--- config.mk ---
export PLATFORM = sky130hd
export DESIGN_NAME = jeti_ctrl
export DESIGN_NICKNAME = d
export VERILOG_FILES = /design/src/hw/rtl/jeti_pkg.sv /design/src/hw/rtl/jeti_ctrl.sv
export SDC_FILE = /design/constraint.sdc
export NUM_CORES = 1
export LEC_CHECK = 0
export ABC_AREA = 1
export BUFFER_PORTS_ARGS = -buffer_cell sky130_fd_sc_hd__buf_2
export CORE_AREA = 5 5 42 44
export CTS_CLUSTER_SIZE = 14
export DETAILED_ROUTE_END_ITERATION = 16
export DIE_AREA = 0 0 47 49
export PLACE_DENSITY = 0.35
export SYNTH_ARGS = -nofsm -noshare
export SYNTH_HDL_FRONTEND = slang
export SYNTH_SLANG_ARGS = --single-unit
--- constraint.sdc ---
create_clock -name clk_i -period 1 [get_ports clk_i]
set_input_delay 0.15 -clock clk_i [delete_from_list [all_inputs] [get_ports clk_i]]
set_output_delay 0.15 -clock clk_i [all_outputs]
set_load 0.1 [all_outputs]
--- src/hw/rtl/jeti_pkg.sv ---
package jeti_pkg;

  // Iteration count / limit register width and its reset value
  localparam int unsigned LIMIT_W = 10;
  localparam logic [LIMIT_W-1:0] LIMIT_RESET = LIMIT_W'(100);

  // Register index, taken from the upper address bits
  typedef enum logic [1:0] {
    REG_CONST_REAL = 2'd0,
    REG_CONST_IMAG = 2'd1,
    REG_ITER_LIMIT = 2'd2
  } reg_idx_e;

  typedef enum logic [1:0] {
    ST_IDLE,
    ST_MUL,
    ST_UPD
  } state_e;

  // controller -> datapath / output stage
  typedef struct packed {
    logic load;   // take a new start value, clear the count
    logic mul;    // register z*z products
    logic step;   // write back z^2 + c, bump the count
    logic push;   // hand the count to the output register
  } ctrl_cmd_t;

  // datapath -> controller
  typedef struct packed {
    logic finish; // escaped or limit reached
  } dp_status_t;

endpackage

--- src/hw/rtl/jeti_ctrl.sv ---
module jeti_ctrl (
  input  logic                   clk_i,
  input  logic                   rst_ni,
  input  logic                   in_valid_i,
  output logic                   in_stall_o,
  input  logic                   out_free_i,
  input  jeti_pkg::dp_status_t   status_i,
  output jeti_pkg::ctrl_cmd_t    cmd_o
);
  import jeti_pkg::*;

  state_e state_q, state_d;

  always_ff @(posedge clk_i or negedge rst_ni) begin
    if (!rst_ni) begin
      state_q <= ST_IDLE;
    end else begin
      state_q <= state_d;
    end
  end

  always_comb begin
    state_d = state_q;
    case (state_q)
      ST_IDLE: begin
        if (in_valid_i) begin
          state_d = ST_MUL;
        end
      end
      ST_MUL: begin
        state_d = ST_UPD;
      end
      ST_UPD: begin
        if (!status_i.finish) begin
          state_d = ST_MUL;
        end else if (out_free_i) begin
          state_d = ST_IDLE;
        end
      end
      default: begin
        state_d = ST_IDLE;
      end
    endcase
  end

  always_comb begin
    in_stall_o = 1'b1;
    cmd_o      = '0;
    case (state_q)
      ST_IDLE: begin
        in_stall_o = 1'b0;
        cmd_o.load = in_valid_i;
      end
      ST_MUL: begin
        cmd_o.mul = 1'b1;
      end
      ST_UPD: begin
        cmd_o.step = !status_i.finish;
        cmd_o.push = status_i.finish && out_free_i;
      end
      default: begin
        in_stall_o = 1'b1;
      end
    endcase
  end

endmodule

* Word-level counts from Yosys, hierarchy flattened
Index checks and enable logic that the tools add are counted.
** Storage, ports and cells
- Output and inout bits :: 5
- Bits of input ports :: 5
- Register bits after elaboration :: 2
** Cells by class
- Reductions and logical operators :: 4
- Multiplexer cells :: 8
- Equality and inequality tests :: 4
** Operators by type and width (count)
- $mux W2 :: 4
- $pmux W2 S3 :: 1
- $mux W1 :: 3
- $ne A3 B3 Y1 const B :: 1
- $eq A2 B1 Y1 const B :: 1
- $eq A2 B2 Y1 const B :: 1
- $logic_not A2 Y1 :: 1
- $ne A2 B2 Y1 const B :: 1
- $reduce_and A2 Y1 :: 1
- $logic_and A1 B1 Y1 :: 1
- $logic_not A1 Y1 :: 1

* Logic depth before layout (Yosys ltp)
- Depth after elaboration :: 3
- Mapped depth :: 4
- Gate-level depth less buffers :: 4

* Least setup slack after synthesis
Ideal clock, no wire load.
- Path type :: flip-flop to output port
- Start point :: reg state_q[1]
- End point :: out cmd_o[0] (netlist bit)
- Required time :: 0.850 ns
- Setup slack :: -1.612 ns
- Arrival time :: 2.462 ns
- Stages on the path, launching flop included :: 3
- Path through :: dfrtp_1 > inv_2 > nor3_1
** RTL lines
- from (decl) :: line jeti_ctrl.sv:12 : state_e state_q, state_d;
- from (signal assigned) :: line jeti_ctrl.sv:18 : state_q <= state_d;
- to (decl) :: line jeti_ctrl.sv:8 : output jeti_pkg::ctrl_cmd_t cmd_o

==> results.txt <==
The flow ran to the end, but the final reports show violations. The final reports fail on negative setup slack. CTS built an H-tree with a depth of 1. Setup repair after global routing could not meet its margin everywhere.

The final max-slew violation count is 0. The final critical delay including setup and external delays came out at 1.26 ns. The first-iteration detailed-routing DRC count came out at 2. state_q holds more flip-flops than any other register. The Yosys warning count came out at 0. The worst setup slack after layout came out at -0.262 ns. Max-cap violations in this run came to 0. The cell with the biggest individual delay on the critical path is sky130_fd_sc_hd__dfrtp_2. The clock-pin transition on the worst setup and hold timing paths is 0.03 ns. Broken down by cell family, the worst path's largest delay share belongs to flip-flops. The later-pin clock latency in the skew report is 0.22 ns.

The count of final hold-check violations came out at 0. The total routing resource utilization after global routing came out at between 4 and 5%. The number of placement rows is 14. The post-synth design cell area came out at 126 sq um. In the final layout, the registers with the most flip-flops are state_q: 2 flops. The die span in x is roughly 47 microns.

Of the cells placed in the final design, the portion with a size suffix greater than 1 is around 73%. Walking the worst path, the cells encountered are nor2_2 -> nand2_2 -> clkinvlp_4 -> buf_12. The number of buffer cells added on primary ports is 9. The aggregate negative setup slack is -1.18 ns. In the routed layout, each cell is associated on average with a via count of around 3.2. The source of the worst register-to-register timing path is state_q[0]. In this run the most critical hold path is launched from out_free_i. The total nets after synthesis is 25. The number of library cell types mapped by synthesis came out at 9. The share of the yosys chip area belonging to registers is around two fifths.

The flip-flop count of the largest register, all copies and words added is 2. The data arrival at the endpoint of the critical path is between 1 and 1.5 ns. Ranked by total cell area, the synthesized netlist is headed by sky130_fd_sc_hd__dfrtp_1, sky130_fd_sc_hd__nand2_1, sky130_fd_sc_hd__inv_1. The detailed-placement wirelength estimate is 318 microns. The number of buffers created by CTS is 3. The worst setup path is launched from a register. The largest single stage delay on the critical path is 0.43 ns. The clock passes through at most 2 buffers. The post-layout instance count excluding filler cells came out at 53. In the final layout, the multi-input gates occupy 67.6 sq um. The sink count of the clock tree came out at 2. The largest area contributor in the synthesized netlist is sky130_fd_sc_hd__dfrtp_1.

The transition time at the pin with the least slew margin is 0.168 ns. The total instance count after detailed placement came out at between 40 and 50. The number of filler cells placed in the layout is 166. The timing-limited maximum frequency came out at 792 MHz. The share of the cycle needed by the critical path after routing is 126%. The worst hold path belongs to the class input port to register. Of the post-synthesis cell area, the dominant cell type holds between 30 and 40%. The area of the core is about 1400 sq um.

The required arrival time at the worst endpoint came out at 0.85 ns. Summed over all layers, the routed wires come to 390 microns. The synthesized flop and latch total is 2. At the end of routability-driven placement, the weighted congestion stood at 0.723. The detailed-routing iteration count for the pre-antenna-repair pass came out at 2. After global routing the overflow that remains totals 0. The detailed router placed 172 vias in this run. Headroom to the max-slew limit came out at 88.7%. After detailed routing, the number of remaining DRC violations is 0. The worst hold path passes through 4 cells. The count of mapped cells out of synthesis is 20. The number of cells on the worst reg-to-reg path is 5. The initial antenna violation count is 0. The footprint of the flip-flops and latches came out at between 50 and 60 sq um. Tracing the worst setup path back leads to its startpoint at state_q[0]. The starting density of the core is under 10%. Entering global routing, the biggest net connects 5 pins. For hold timing, the worst endpoint is state_q[1].

For flop-to-flop paths, the worst setup slack is 0 ns. In the final design database the tool counted 44 nets. The detail route stage leaves a number of antenna-violating nets equal to 0. Between clock sinks in the finished design, the worst skew comes to between 0.003 and 0.004 ns. The critical path is of the register to output port type. The worst reg2reg path endpoint is state_q[0]. The antenna cell count is 0. TritonCTS built the clock tree.

The number of global-route vias before repair is 197. The worst setup path is captured at an output port. The die covers about 2300 sq um. The area growth from synthesis to layout is 184%.

The post-route core utilization is around 26%. Of all nets on the critical path, the largest fanout is 3. After synthesis, the mean cell area works out to 6.32 sq um. The wire length of the first global-routing pass came out at 738 microns. The cell chosen for the clock root is sky130_fd_sc_hd__clkbuf_4. The routed wirelength normalized by instance count is between 7 and 8 microns. Final hold analysis gives a worst-case slack of around 0.2 ns.

In the layout the commonest cells are sky130_fd_sc_hd__nand2_1, sky130_fd_sc_hd__buf_12, sky130_fd_sc_hd__buf_4. The number of buffers and inverters on the critical path is 2. The number of top-level design ports is 10.

Setup violations remaining at the end of the flow were counted as 6. The chip height came out at between 40 and 50 microns.
[cells by family after synthesis]
logic type,synth area share [%]
and+or+nand+nor,36.6
buffers and inverters,23.8
DFF,39.6
[worst min-delay path, cell delays in order]
cell and delay, ns:
sky130_fd_sc_hd__buf_2 0.09, sky130_fd_sc_hd__nor2_1 0.04, sky130_fd_sc_hd__nand2_1 0.05, sky130_fd_sc_hd__nand2_1 0.04
[through the flow]
step | cell area, sq um | setup WS (ns)
after floorplan | 150 | -0.360
after global placement | 305 | -0.106
final | 359 | -0.262
after CTS | 358 | -0.277
after global routing | 359 | -0.338
after detailed placement | 305 | -0.0940
[per-layer routing]
layer	global-route usage [%]	wire, microns	share of wire, %
met4	4.15	0	0
met5	0	0	0
met1	3.97	133	34
met3	3.32	12	3.1
met2	7.47	243	62
[cell type report]
cell class	instances	share of cell area (%)
clock buffer	3	6.27
tap	16	5.57
multi-input combinational	11	18.8
timing repair buffer	15	46.7
inverter	6	8.36
sequential	2	14.3
[what timing repair did]
item / CTS / global route
gates resized for setup: 3 / 1
endpoints found under the setup margin: 5 / 6
hold endpoints to repair: 2 / 0
hold buffers: 1 / 0
pin swaps: 3 / 0
setup buffers: 2 / 0
[synthesized netlist by cell type]
cell	number
sky130_fd_sc_hd__nor3_1	1
sky130_fd_sc_hd__inv_2	1
sky130_fd_sc_hd__dfrtp_1	2
sky130_fd_sc_hd__nor2_1	2
sky130_fd_sc_hd__nand2_1	6
sky130_fd_sc_hd__buf_4	1
sky130_fd_sc_hd__inv_1	5
sky130_fd_sc_hd__nor2_2	1
sky130_fd_sc_hd__nand3_1	1
[worst max-delay path by stage]
stage               endpoint  cells past startpoint  slack [ns]
floorplan           cmd_o[0]                      1       -0.36
global placement    cmd_o[1]                      5       -0.11
detailed placement  cmd_o[1]                      5       -0.09
CTS                 cmd_o[3]                      4       -0.28
global route        cmd_o[1]                      5       -0.34
finish              cmd_o[1]                      4       -0.26
Power is left out: the tool's default activity adds up to more than one toggle a clock period on the data nets, which glitch-free logic cannot reach.
